### src/sv/gpm_pkg.sv
// ----------------------------------------------------------------------------
// gpm_pkg
// Types and constants shared by the gamepad poll monitor.
// ----------------------------------------------------------------------------
package gpm_pkg;

  localparam int CfgIndexWidth = 2;
  localparam int CfgDataWidth  = 16;

  // register indexes
  localparam logic [CfgIndexWidth-1:0] REG_IDLE_DIM_FRAMES = 2'd0;
  localparam logic [CfgIndexWidth-1:0] REG_IDLE_OFF_FRAMES = 2'd1;
  localparam logic [CfgIndexWidth-1:0] REG_DIM_LEVEL       = 2'd2;

  localparam logic [15:0] IDLE_DIM_FRAMES_RESET = 16'd600;
  localparam logic [15:0] IDLE_OFF_FRAMES_RESET = 16'd1800;
  localparam logic [7:0]  DIM_LEVEL_RESET       = 8'd70;

  // event commands
  localparam logic [1:0] CMD_LATCH_FALL = 2'd0;
  localparam logic [1:0] CMD_CLOCK_FALL = 2'd1;
  localparam logic [1:0] CMD_CLOCK_RISE = 2'd2;
  localparam logic [1:0] CMD_POLL       = 2'd3;

  // backlight states
  localparam logic [1:0] LIGHT_FULL = 2'd0;
  localparam logic [1:0] LIGHT_DIM  = 2'd1;
  localparam logic [1:0] LIGHT_OFF  = 2'd2;

  localparam logic [7:0] LEVEL_FULL = 8'd255;
  localparam logic [7:0] LEVEL_OFF  = 8'd0;

  localparam logic [4:0] FRAME_BITS_WIDE   = 5'd16;
  localparam logic [4:0] FRAME_BITS_NARROW = 5'd8;
  localparam logic [4:0] CAPTURE_BITS      = 5'd16;

  localparam logic [11:0] MASK_WIDE   = 12'hFFF;
  localparam logic [11:0] MASK_NARROW = 12'h0FF;
  localparam logic [11:0] COMBO_ONE   = 12'h005;
  localparam logic [11:0] COMBO_TWO   = 12'hF05;

  typedef struct packed {
    logic [1:0] command;
    logic       data_line;
    logic       clock_line_pulled;
  } in_item_t;

  typedef struct packed {
    logic [11:0] button_bits;
    logic        frame_done;
    logic [15:0] idle_frames;
    logic [7:0]  backlight_level;
    logic        display_on;
    logic        wide_model;
    logic        pal_region;
    logic        poll_taken;
    logic        model_changed;
    logic        clocking_res;
  } out_item_t;

endpackage

### src/sv/gamepad_poll_monitor_unit.sv
// ----------------------------------------------------------------------------
// gamepad_poll_monitor_unit
// Follows serial gamepad poll events and drives backlight and model status.
// ----------------------------------------------------------------------------
// Each event transaction (latch fall, clock fall, clock rise, poll) is handled
// in the cycle it is accepted and gives exactly one result transaction. One
// event per cycle is sustained: the state update is a single pass of short
// logic into the state registers and the output register, and a one-entry
// skid register behind the output keeps input acceptance going for one more
// event while a result waits; in_stall rises only when the skid is full.
// Configuration writes are always ready and take effect on the next event.
module gamepad_poll_monitor_unit (
  input  logic                                clk,
  input  logic                                rst,
  input  logic                                in_valid,
  output logic                                in_stall,
  input  gpm_pkg::in_item_t                   in_data,
  output logic                                out_valid,
  input  logic                                out_stall,
  output gpm_pkg::out_item_t                  out_data,
  input  logic                                cfg_valid,
  output logic                                cfg_ready,
  input  logic [gpm_pkg::CfgIndexWidth-1:0]   cfg_index,
  input  logic [gpm_pkg::CfgDataWidth-1:0]    cfg_data
);

  // configuration
  logic [15:0] idle_dim_frames;
  logic [15:0] idle_off_frames;
  logic [7:0]  dim_level;

  // monitor state
  logic [15:0] capture_word, capture_word_next;
  logic [4:0]  bit_index, bit_index_next;
  logic        running, running_next;
  logic [15:0] idle_counter, idle_counter_next;
  logic [1:0]  light_state, light_state_next;
  logic        model_wide, model_wide_next;
  logic [11:0] previous_buttons, previous_buttons_next;
  logic [11:0] shown_buttons, shown_buttons_next;
  logic        region_flag, region_flag_next;

  // output side
  logic               skid_valid;
  gpm_pkg::out_item_t skid_data;
  gpm_pkg::out_item_t result;

  logic        accept;
  logic        pop;
  logic [11:0] valid_mask;
  logic [11:0] held;
  logic [4:0]  index_inc;
  logic [4:0]  frame_limit;
  logic        frame_done;
  logic        poll_taken;
  logic        model_changed;
  logic        saved_combo;
  logic        previous_combo;
  logic [7:0]  level;

  assign cfg_ready = 1'b1;
  assign in_stall  = skid_valid;
  assign accept    = in_valid && !in_stall;
  assign pop       = out_valid && !out_stall;

  always_ff @(posedge clk) begin
    if (rst) begin
      idle_dim_frames <= gpm_pkg::IDLE_DIM_FRAMES_RESET;
      idle_off_frames <= gpm_pkg::IDLE_OFF_FRAMES_RESET;
      dim_level       <= gpm_pkg::DIM_LEVEL_RESET;
    end else if (cfg_valid && cfg_ready) begin
      unique case (cfg_index)
        gpm_pkg::REG_IDLE_DIM_FRAMES: idle_dim_frames <= cfg_data;
        gpm_pkg::REG_IDLE_OFF_FRAMES: idle_off_frames <= cfg_data;
        gpm_pkg::REG_DIM_LEVEL:       dim_level       <= cfg_data[7:0];
        default: ;
      endcase
    end
  end

  assign valid_mask     = model_wide ? gpm_pkg::MASK_WIDE : gpm_pkg::MASK_NARROW;
  assign held           = capture_word[11:0] & valid_mask;
  assign index_inc      = bit_index + 5'd1;
  assign frame_limit    = model_wide ? gpm_pkg::FRAME_BITS_WIDE : gpm_pkg::FRAME_BITS_NARROW;
  assign saved_combo    = (held == gpm_pkg::COMBO_ONE) || (held == gpm_pkg::COMBO_TWO);
  assign previous_combo = (previous_buttons == gpm_pkg::COMBO_ONE) ||
                          (previous_buttons == gpm_pkg::COMBO_TWO);

  always_comb begin
    capture_word_next     = capture_word;
    bit_index_next        = bit_index;
    running_next          = running;
    idle_counter_next     = idle_counter;
    light_state_next      = light_state;
    model_wide_next       = model_wide;
    previous_buttons_next = previous_buttons;
    shown_buttons_next    = shown_buttons;
    region_flag_next      = region_flag;
    frame_done            = 1'b0;
    poll_taken            = 1'b0;
    model_changed         = 1'b0;

    unique case (in_data.command)
      gpm_pkg::CMD_LATCH_FALL: begin
        running_next      = 1'b1;
        capture_word_next = '0;
      end
      gpm_pkg::CMD_CLOCK_FALL: begin
        // active-low data, indexes past the word set nothing
        if (running && !in_data.data_line && bit_index < gpm_pkg::CAPTURE_BITS) begin
          capture_word_next = capture_word | (16'd1 << bit_index[3:0]);
        end
      end
      gpm_pkg::CMD_CLOCK_RISE: begin
        if (running) begin
          bit_index_next = index_inc;
          if (index_inc >= frame_limit) begin
            running_next   = 1'b0;
            bit_index_next = '0;
            frame_done     = 1'b1;
            if (idle_counter < idle_off_frames && held == '0) begin
              idle_counter_next = idle_counter + 16'd1;
            end else if (held != '0) begin
              idle_counter_next = '0;
            end
          end
        end
      end
      gpm_pkg::CMD_POLL: begin
        if (!running) begin
          poll_taken         = 1'b1;
          region_flag_next   = in_data.clock_line_pulled;
          shown_buttons_next = held;
          if (light_state == gpm_pkg::LIGHT_FULL) begin
            if (idle_counter >= idle_dim_frames) begin
              light_state_next = gpm_pkg::LIGHT_DIM;
            end
          end else if (light_state == gpm_pkg::LIGHT_DIM && idle_counter == idle_off_frames) begin
            light_state_next = gpm_pkg::LIGHT_OFF;
          end else if (idle_counter < idle_dim_frames) begin
            light_state_next = gpm_pkg::LIGHT_FULL;
          end
          // model check is skipped while the light is off
          if (light_state_next != gpm_pkg::LIGHT_OFF) begin
            if (saved_combo && !previous_combo) begin
              model_wide_next = !model_wide;
              model_changed   = 1'b1;
            end
            previous_buttons_next = held;
          end
        end
      end
      default: ;
    endcase

    case (light_state_next)
      gpm_pkg::LIGHT_FULL: level = gpm_pkg::LEVEL_FULL;
      gpm_pkg::LIGHT_DIM:  level = dim_level;
      default:             level = gpm_pkg::LEVEL_OFF;
    endcase

    result.button_bits     = shown_buttons_next;
    result.frame_done      = frame_done;
    result.idle_frames     = idle_counter_next;
    result.backlight_level = level;
    result.display_on      = light_state_next != gpm_pkg::LIGHT_OFF;
    result.wide_model      = model_wide_next;
    result.pal_region      = region_flag_next;
    result.poll_taken      = poll_taken;
    result.model_changed   = model_changed;
    result.clocking_res    = running_next;
  end

  always_ff @(posedge clk) begin
    if (rst) begin
      capture_word     <= '0;
      bit_index        <= '0;
      running          <= 1'b0;
      idle_counter     <= '0;
      light_state      <= gpm_pkg::LIGHT_FULL;
      model_wide       <= 1'b1;
      previous_buttons <= '0;
      shown_buttons    <= '0;
      region_flag      <= 1'b0;
    end else if (accept) begin
      capture_word     <= capture_word_next;
      bit_index        <= bit_index_next;
      running          <= running_next;
      idle_counter     <= idle_counter_next;
      light_state      <= light_state_next;
      model_wide       <= model_wide_next;
      previous_buttons <= previous_buttons_next;
      shown_buttons    <= shown_buttons_next;
      region_flag      <= region_flag_next;
    end
  end

  // output register with one skid entry behind it
  always_ff @(posedge clk) begin
    if (rst) begin
      out_valid  <= 1'b0;
      skid_valid <= 1'b0;
    end else begin
      if (skid_valid) begin
        if (pop) begin
          skid_valid <= 1'b0;
        end
      end else if (accept && out_valid && !pop) begin
        skid_valid <= 1'b1;
      end
      if (skid_valid) begin
        out_valid <= 1'b1;
      end else if (accept) begin
        out_valid <= 1'b1;
      end else if (pop) begin
        out_valid <= 1'b0;
      end
    end
  end

  always_ff @(posedge clk) begin
    if (skid_valid) begin
      if (pop) begin
        out_data <= skid_data;
      end
    end else if (accept) begin
      if (out_valid && !pop) begin
        skid_data <= result;
      end else begin
        out_data <= result;
      end
    end
  end

endmodule
### config.mk
export PLATFORM = sky130hd
export DESIGN_NAME = gamepad_poll_monitor_unit
export DESIGN_NICKNAME = d
export VERILOG_FILES = /design/src/sv/gpm_pkg.sv /design/src/sv/gamepad_poll_monitor_unit.sv
export SDC_FILE = /design/constraint.sdc
export NUM_CORES = 1
export LEC_CHECK = 0
export BUFFER_PORTS_ARGS = -buffer_cell sky130_fd_sc_hd__buf_2
export CAP_MARGIN = 20
export CORE_MARGIN = 3
export CORE_UTILIZATION = 30
export CTS_CLUSTER_SIZE = 20
export DETAILED_ROUTE_END_ITERATION = 6
export PLACE_DENSITY_LB_ADDON = 0.15
export RECOVER_POWER = 100
export SLEW_MARGIN = 20
export SYNTH_ARGS = -nofsm -noshare
export SYNTH_HDL_FRONTEND = slang
export SYNTH_SLANG_ARGS = --single-unit
### constraint.sdc
create_clock -name clk -period 5.4 [get_ports clk]
set_input_delay 1.35 -clock clk [delete_from_list [all_inputs] [get_ports clk]]
set_output_delay 1.35 -clock clk [all_outputs]
set_load 0.005 [all_outputs]
== After elaboration in Yosys (flattened, before gate mapping) ==
Index checks and enable logic that the tools add are counted.

* Add/sub/neg operators: 2
* Order comparisons: 5
* Equality and inequality tests: 17
* Shift operators: 1
* Mux-type cells: 49
* Bitwise logic cells: 4
* Reduce and logical (&&, ||, !) cells: 35

{| class="wikitable"
|+ Operators with widths
! cell !! number
|-
| $mux 43 || 4
|-
| $mux 16 || 6
|-
| $mux 12 || 3
|-
| $lt 16x16->1 || 2
|-
| $pmux 16 s2 || 1
|-
| $eq 12x12->1 const B || 2
|-
| $eq 12x3->1 const B || 2
|-
| $mux 1 || 23
|-
| $add 16x1->16 const B || 1
|-
| $eq 16x16->1 || 1
|-
| $ge 16x16->1 || 1
|-
| $mux 2 || 8
|-
| $or 16x16->16 || 1
|-
| $pmux 8 s2 || 1
|-
| $shl 1x4->16 const A || 1
|-
| $and 12x12->12 || 1
|-
| $logic_not 12->1 || 1
|-
| $reduce_and 3->1 || 4
|-
| $reduce_bool 12->1 || 1
|-
| $logic_and 1x1->1 || 10
|-
| $mux 5 || 2
|-
| $eq 2x1->1 const B || 4
|-
| $logic_not 2->1 || 4
|-
| $ne 2x2->1 const B || 4
|-
| 13 further kinds || 25
|}

* Flip-flop bits (word level): 194
* Bits of input ports: 27
* Output and inout port bits: 46
* Logic and storage cells: 147

== Logic depth before layout (Yosys ltp) ==
Gate-level depths: netlist of the first run.

* Word-level depth: 13
* Gate-level depth with buffers: 12
* Mapped depth without buffers: 11

== Least setup slack after synthesis of the first run ==
Ideal clock, no wire load.

* Path kind: input port to flip-flop
* Start point: input in_valid
* End point: register out_data[0] (netlist bit), enable pin
* Setup time: 509 ps
* Data arrival time: 4606 ps
* Required time: 4891 ps
* Setup slack: 285 ps
* Cell stages on the path: 2
* Path buffers: 0
* Cells stage by stage: nor2_1 a211oi_1

* Word-level cells in the longest chain between the ends: 3

{| class="wikitable"
|+ RTL lines
! item !! line !! source
|-
| start: declaration || gamepad_poll_monitor_unit.sv:15 || <nowiki>input logic in_valid,</nowiki>
|-
| $logic_and 1x1->1 || gamepad_poll_monitor_unit.sv:63 || <nowiki>assign accept = in_valid && !in_stall;</nowiki>
|-
| $reduce_bool 2->1 (no line) || n/a ||
|-
| $reduce_and 3->1 (no line) || n/a ||
|-
| end signal: assignment || gamepad_poll_monitor_unit.sv:224 || <nowiki>out_data <= skid_data;</nowiki>
|-
| end signal: assignment || gamepad_poll_monitor_unit.sv:230 || <nowiki>out_data <= result;</nowiki>
|-
| end: declaration || gamepad_poll_monitor_unit.sv:20 || <nowiki>output gpm_pkg::out_item_t out_data,</nowiki>
|}

Every way passes these cells.
A chain may end at the register's enable or synchronous reset.

==> flow_summary.json, run 1 <==
{
  "outcome": "complete, but fails checks",
  "failed_checks": "max-capacitance violations, max-slew violations",
  "crit_arrival_ns": 4.41,
  "cts_made_buffers": 17,
  "cts_max_path_buffers": 2,
  "cts_setup_buffers": 0,
  "p_sw_uw": 822,
  "antenna_left": 0,
  "grt_pass1_vias": 6693,
  "power_frac_seq": 0.510,
  "power_frac_comb": 0.060,
  "ios": 73,
  "drt_iter0_drc": 515,
  "synth_cell_type_count": 65,
  "cpMaxStageDelayCell": "clkbuf_1",
  "hold_viol": 0,
  "peakVddDrop_v": 0.000148,
  "die_y_um": 179,
  "area_growth_pct": 14.5,
  "grt_antenna_before_repair": 0,
  "finalCriticalPeriod_ns": 4.09,
  "drc_errors": 0,
  "maxCapViolations": 2,
  "fp-row-count": 62,
  "dieArea_mm2": 0.0320,
  "gr-total-overflow": 0,
  "place_congestion": 0.774,
  "initial_core_util": 0.308,
  "required_ns": 5.72,
  "rsz0062_at_grt": "no",
  "wl_per_cell_um": 17.0,
  "p_int_mw": 2.25,
  "io_buffers": 71,
  "syn-instance-count": 950,
  "yosysTopAreaCellShare": 0.288,
  "avgViaCountPerCell": 4.96,
  "switching_share": 0.268,
  "grt_pass1_wl_um": 38000,
  "relSlewSlack": -1.36,
  "worstMarginPinSlew_ns": 3.54,
  "netlist_area_mm2": 0.00896,
  "dp_cells": 1370,
  "htreeDepth": 4,
  "p_leak_nw": 3.77,
  "finalNonFillerCells": 1403,
  "fin_util": 0.353,
  "fmax_mhz": 244,
  "grt_usage": 0.153,
  "final-setup-viol-count": 0,
  "layout.nets": 1074,
  "synth_nets": 1019,
  "skew_ns": 0.0166,
  "endpoint_kind": "register",
  "grt_max_degree": 75,
  "critPathLaunchType": "primary input",
  "synth_edf_count": 86,
  "chipWidth_um": 179,
  "synth_flop_cell": "dfxtp_1",
  "syn_area_per_cell_um2": 9.43,
  "crit_family": "buffers and inverters",
  "fin_crit_sh": 0.758,
  "worstSetupPathDepth": 4,
  "critical_path_class": "in2reg",
  "path_common_cell": "clkbuf_1",
  "regToRegSetupSlack_ns": 1.39,
  "cts_tree": "done",
  "slew_viol_final": 112,
  "cts_sinks": 190,
  "cts_root_buffer": "clkbuf_16",
  "crit_buf_inv": 2,
  "powerDensity_mw_per_mm2": 299,
  "ctsHoldBuffers": 0,
  "synth_seq_cells": 190,
  "path_cells": "clkbuf_1 -> clkbuf_1 -> or4_1 -> o21ai_0",
  "vias": 6952,
  "ys.warnings.count": 0,
  "drive_above_1_share": 0.102,
  "cts.repair.resized": 0,
  "clkPwrFrac": 0.430,
  "clk_latency_ns": 0.44,
  "holdWs_ns": 0.458,
  "holdPathStages": 2,
  "crit_fanout": 74,
  "synthTopCellsByArea": "edfxtp_1 29%, dfxtp_1 23%, nand2_1 6.9%, ha_1 5.9%, a21oi_1 5.0%",
  "min_path_type": "reg2reg",
  "synthArstFlopShare": 0,
  "fin_tns_setup_ns": 0,
  "synth_top_area_cell": "edfxtp_1",
  "drt_pass1_iterations": 5,
  "yosysSeqAreaShare": 0.521,
  "place_hpwl_um": 16700,
  "wl_um": 23800,
  "critical-path-max-stage-delay_ns": 2.49,
  "ff2ff_path_depth": 12,
  "design.core.area_mm2": 0.0291,
  "clk_pin_slew_ns": 0.09
}
[worst min-delay path, delay by kind of cell (launching register included)]
kind,cells,cell delay [ns]
compound gates,1,0.05
flops,1,0.32
simple gates,1,0.05
[cell usage after synthesis (9+ instances only)]
cell type  instances
and3_1            11
inv_1             42
mux2i_1            9
nor2b_1            9
nand2_1          164
o21ai_0           64
a21oi_1           90
a31oi_1           12
o211ai_1          10
clkbuf_1          41
dfxtp_1          104
ha_1              42
nand3_1           33
nand4_1           13
mux2_2            21
nor2_1            82
or4_1             10
edfxtp_1          86
[power groups by stage]
stage	Combinational (mW)	Clock, mW	Sequential (mW)
5_1_grt	0.211	1.41	1.57
3_3_place_gp	0.196	0	1.60
3_5_place_dp	0.196	0	1.60
4_1_cts	0.197	1.35	1.57
6_report	0.185	1.32	1.57
2_1_floorplan	0.104	0	1.60
[stage by stage]
stage	power (mW)	area [µm²]	worst slack (ns)
final	3.07	10300	1.31
after global routing	3.20	10300	0.920
after CTS	3.12	10300	1.67
after detailed placement	1.80	9720	1.23
after global placement	1.80	9720	1.35
after floorplan	1.71	8960	0.285
[worst paths after layout]
| kind | start | endpoint |
|---|---|---|
| worst max-delay path | rst | previous_buttons[11]$_SDFFE_PP0P_ |
| worst min-delay path | region_flag$_SDFFE_PP0P_ | region_flag$_SDFFE_PP0P_ |
| worst max register to register | bit_index[0]$_SDFFE_PP0P_ | out_data[14]$_DFFE_PP_ |
| worst min register to register | region_flag$_SDFFE_PP0P_ | region_flag$_SDFFE_PP0P_ |
[cell type report]
| type | count | area (µm²) |
|---|---|---|
| tap | 384 | 480 |
| fill | 3008 | 18800 |
| sequential | 190 | 4660 |
| timing repair buffer | 82 | 380 |
| clock inverter | 15 | 196 |
| inverter | 44 | 165 |
| multi-input combinational | 670 | 3950 |
| clock buffer | 17 | 425 |
| antenna | 1 | 2.50 |
[kinds of logic after synthesis]
logic type	synth area share
flops	0.521
other cells	0.000419
compound gates	0.144
fa+ha+maj	0.0587
simple gates	0.191
mux	0.0364
buf+inv	0.0391
xor+xnor	0.00977
[metal layers]
metal,share of wire,global-route usage,up-vias
li1,-,-,3499
met5,0,0,-
met1,0.53,0.235,3307
met4,0.0094,0.0360,0
met3,0.036,0.0233,17
met2,0.42,0.223,129
[sequential cells by signal, summed over array words and instances (netlist names), 2 cells and up]
| signal | count |
|---|---|
| bit_index | 5 |
| capture_word | 12 |
| dim_level | 8 |
| idle_counter | 16 |
| idle_dim_frames | 16 |
| idle_off_frames | 16 |
| light_state | 2 |
| out_data | 43 |
| previous_buttons | 12 |
| shown_buttons | 12 |
| skid_data | 43 |
[cell usage in the layout, fill, tap and decap left out, types with 33 or more instances in the layout]
cell type / instances
inv_1: 43
clkbuf_1: 36
a21oi_1: 90
nand3_1: 33
nor2_1: 81
nand2_1: 165
edfxtp_1: 86
buf_2: 39
dfxtp_1: 104
ha_1: 42
o21ai_0: 64
(Power assumes the default switching activity.)
==> inputs of run 2 (changes only) <==
clock period = 3.4 ns   (was 5.4 ns; I/O delays follow)
==> flow_summary.json, run 2 (synthesis gave the netlist of run 1 again) <==
{
  "outcome": "complete, but fails checks",
  "failed_checks": "max-capacitance violations, max-slew violations",
  "gr-total-overflow": 0,
  "required_ns": 2.55,
  "slew_viol_final": 55,
  "fin_tns_setup_ns": 0,
  "grt_max_degree": 50,
  "place_congestion": 0.810,
  "grt_pass1_vias": 6620,
  "powerDensity_mw_per_mm2": 469,
  "antenna_left": 0,
  "clk_pin_slew_ns": 0.08,
  "cpMaxStageDelayCell": "clkbuf_1",
  "min_path_type": "reg2reg",
  "p_leak_nw": 3.93,
  "maxCapViolations": 2,
  "hold_viol": 0,
  "ctsHoldBuffers": 0,
  "fin_ws_ns": 0.276,
  "cts.repair.resized": 0,
  "wl_um": 24000,
  "drive_above_1_share": 0.127,
  "avgViaCountPerCell": 4.91,
  "rsz0062_at_grt": "no",
  "design.core.area_mm2": 0.0291,
  "relSlewSlack": -0.106,
  "cts_tree": "done",
  "fp-row-count": 62,
  "diodes": 0,
  "clk_latency_ns": 0.44,
  "post-place-ws_ns": 0.301,
  "drc_errors": 0,
  "critPathLaunchType": "register",
  "holdWs_ns": 0.455,
  "vias": 7037,
  "fin_crit_sh": 0.919,
  "initial_core_util": 0.308,
  "regToRegSetupSlack_ns": 0.28,
  "wl_per_cell_um": 16.8,
  "ios": 73,
  "crit_arrival_ns": 2.27,
  "final-setup-viol-count": 0,
  "critical-path-max-stage-delay_ns": 1.20,
  "cts_root_buffer": "clkbuf_16",
  "skew_ns": 0.0136,
  "fillerInstances": 3014,
  "layout.nets": 1105,
  "cts_sinks": 190,
  "io_buffers": 71,
  "top_regs": "out_data x43, skid_data x43",
  "peakVddDrop_v": 0.000334,
  "cts_max_path_buffers": 2,
  "grt_antenna_before_repair": 0,
  "layout_commonest_cell": "nand2_1",
  "place_hpwl_um": 17500,
  "fin_util": 0.361,
  "area_growth_pct": 17.3,
  "cts_setup_buffers": 0,
  "grt_usage": 0.154,
  "drt_iter0_drc": 549,
  "finalCriticalPeriod_ns": 3.12,
  "dieArea_mm2": 0.0320,
  "grt_pass1_wl_um": 38400,
  "worstMarginPinSlew_ns": 1.66,
  "critical_path_class": "reg2out",
  "layout_common_cells": "164 x nand2_1, 104 x dfxtp_1, 90 x a21oi_1, 86 x edfxtp_1, 82 x nor2_1",
  "chipWidth_um": 179,
  "dpl_cell_area_mm2": 0.00998,
  "fmax_mhz": 320,
  "endpoint_kind": "output pin",
  "drt_pass1_iterations": 5,
  "cts_made_buffers": 17,
  "final_area_mm2": 0.0105,
  "path_cells": "clkbuf_1 -> clkbuf_2",
  "htreeDepth": 4,
  "die_y_um": 179,
  "crit_fanout": 36
}
run 2: changes by cell type in the layout (fill, tap and decap cells not counted), sizes merged:
cell    before  now
buf         45   71
bufinv       0    1
diode        1    0
clkbuf      54   59
clkinv       6    9
inv         53   49
run 2: layout make-up:
cell class	count	area, µm²	share of cell area
clock inverter	15	213	0.0202
multi-input combinational	670	3940	0.375
sequential	190	4660	0.444
timing repair buffer	113	621	0.0591
inverter	44	165	0.0157
tap	384	480	0.0457
clock buffer	17	425	0.0405
run 2: routing by layer:
metal | wire (µm) | vias to the layer above | track usage | part of all wire
met5 | 0 | - | 0 | 0
met3 | 962 | 18 | 0.0273 | 0.040
met2 | 10200 | 132 | 0.227 | 0.42
li1 | - | 3547 | - | -
met1 | 12700 | 3340 | 0.235 | 0.53
met4 | 212 | 0 | 0.0347 | 0.0088
run 2: report_power, final:
group	switching (mW)	leakage, nW	internal [mW]	total [mW]
clock	1.05	0.308	1.08	2.13
sequential	0.0263	1.63	2.46	2.49
combinational	0.206	1.99	0.101	0.307
run 2: path summary, 6_finish.rpt:
path	from	to	cells after the start
worst max-delay path	in_stall$_SDFF_PP0_	in_stall	2
worst min-delay path	idle_off_frames[13]$_SDFFE_PP0P_	idle_off_frames[13]$_SDFFE_PP0P_	2
worst max register to register	idle_off_frames[6]$_SDFFE_PP0P_	out_data[19]$_DFFE_PP_	10
worst min register to register	idle_off_frames[13]$_SDFFE_PP0P_	idle_off_frames[13]$_SDFFE_PP0P_	2
run 2: through the flow:
| step | cells | total power [mW] |
|---|---|---|
| floorplan | 950 | 2.71 |
| global placement | 1401 | 2.87 |
| detailed placement | 1401 | 2.87 |
| CTS | 1433 | 5.00 |
| global route | 1433 | 5.12 |
| finish | 1433 | 4.92 |
run 2: critical path: cells and delay by family (launching register included):
family   cells  cell delay (ns)
flops        1             0.34
buf+inv      2             1.50
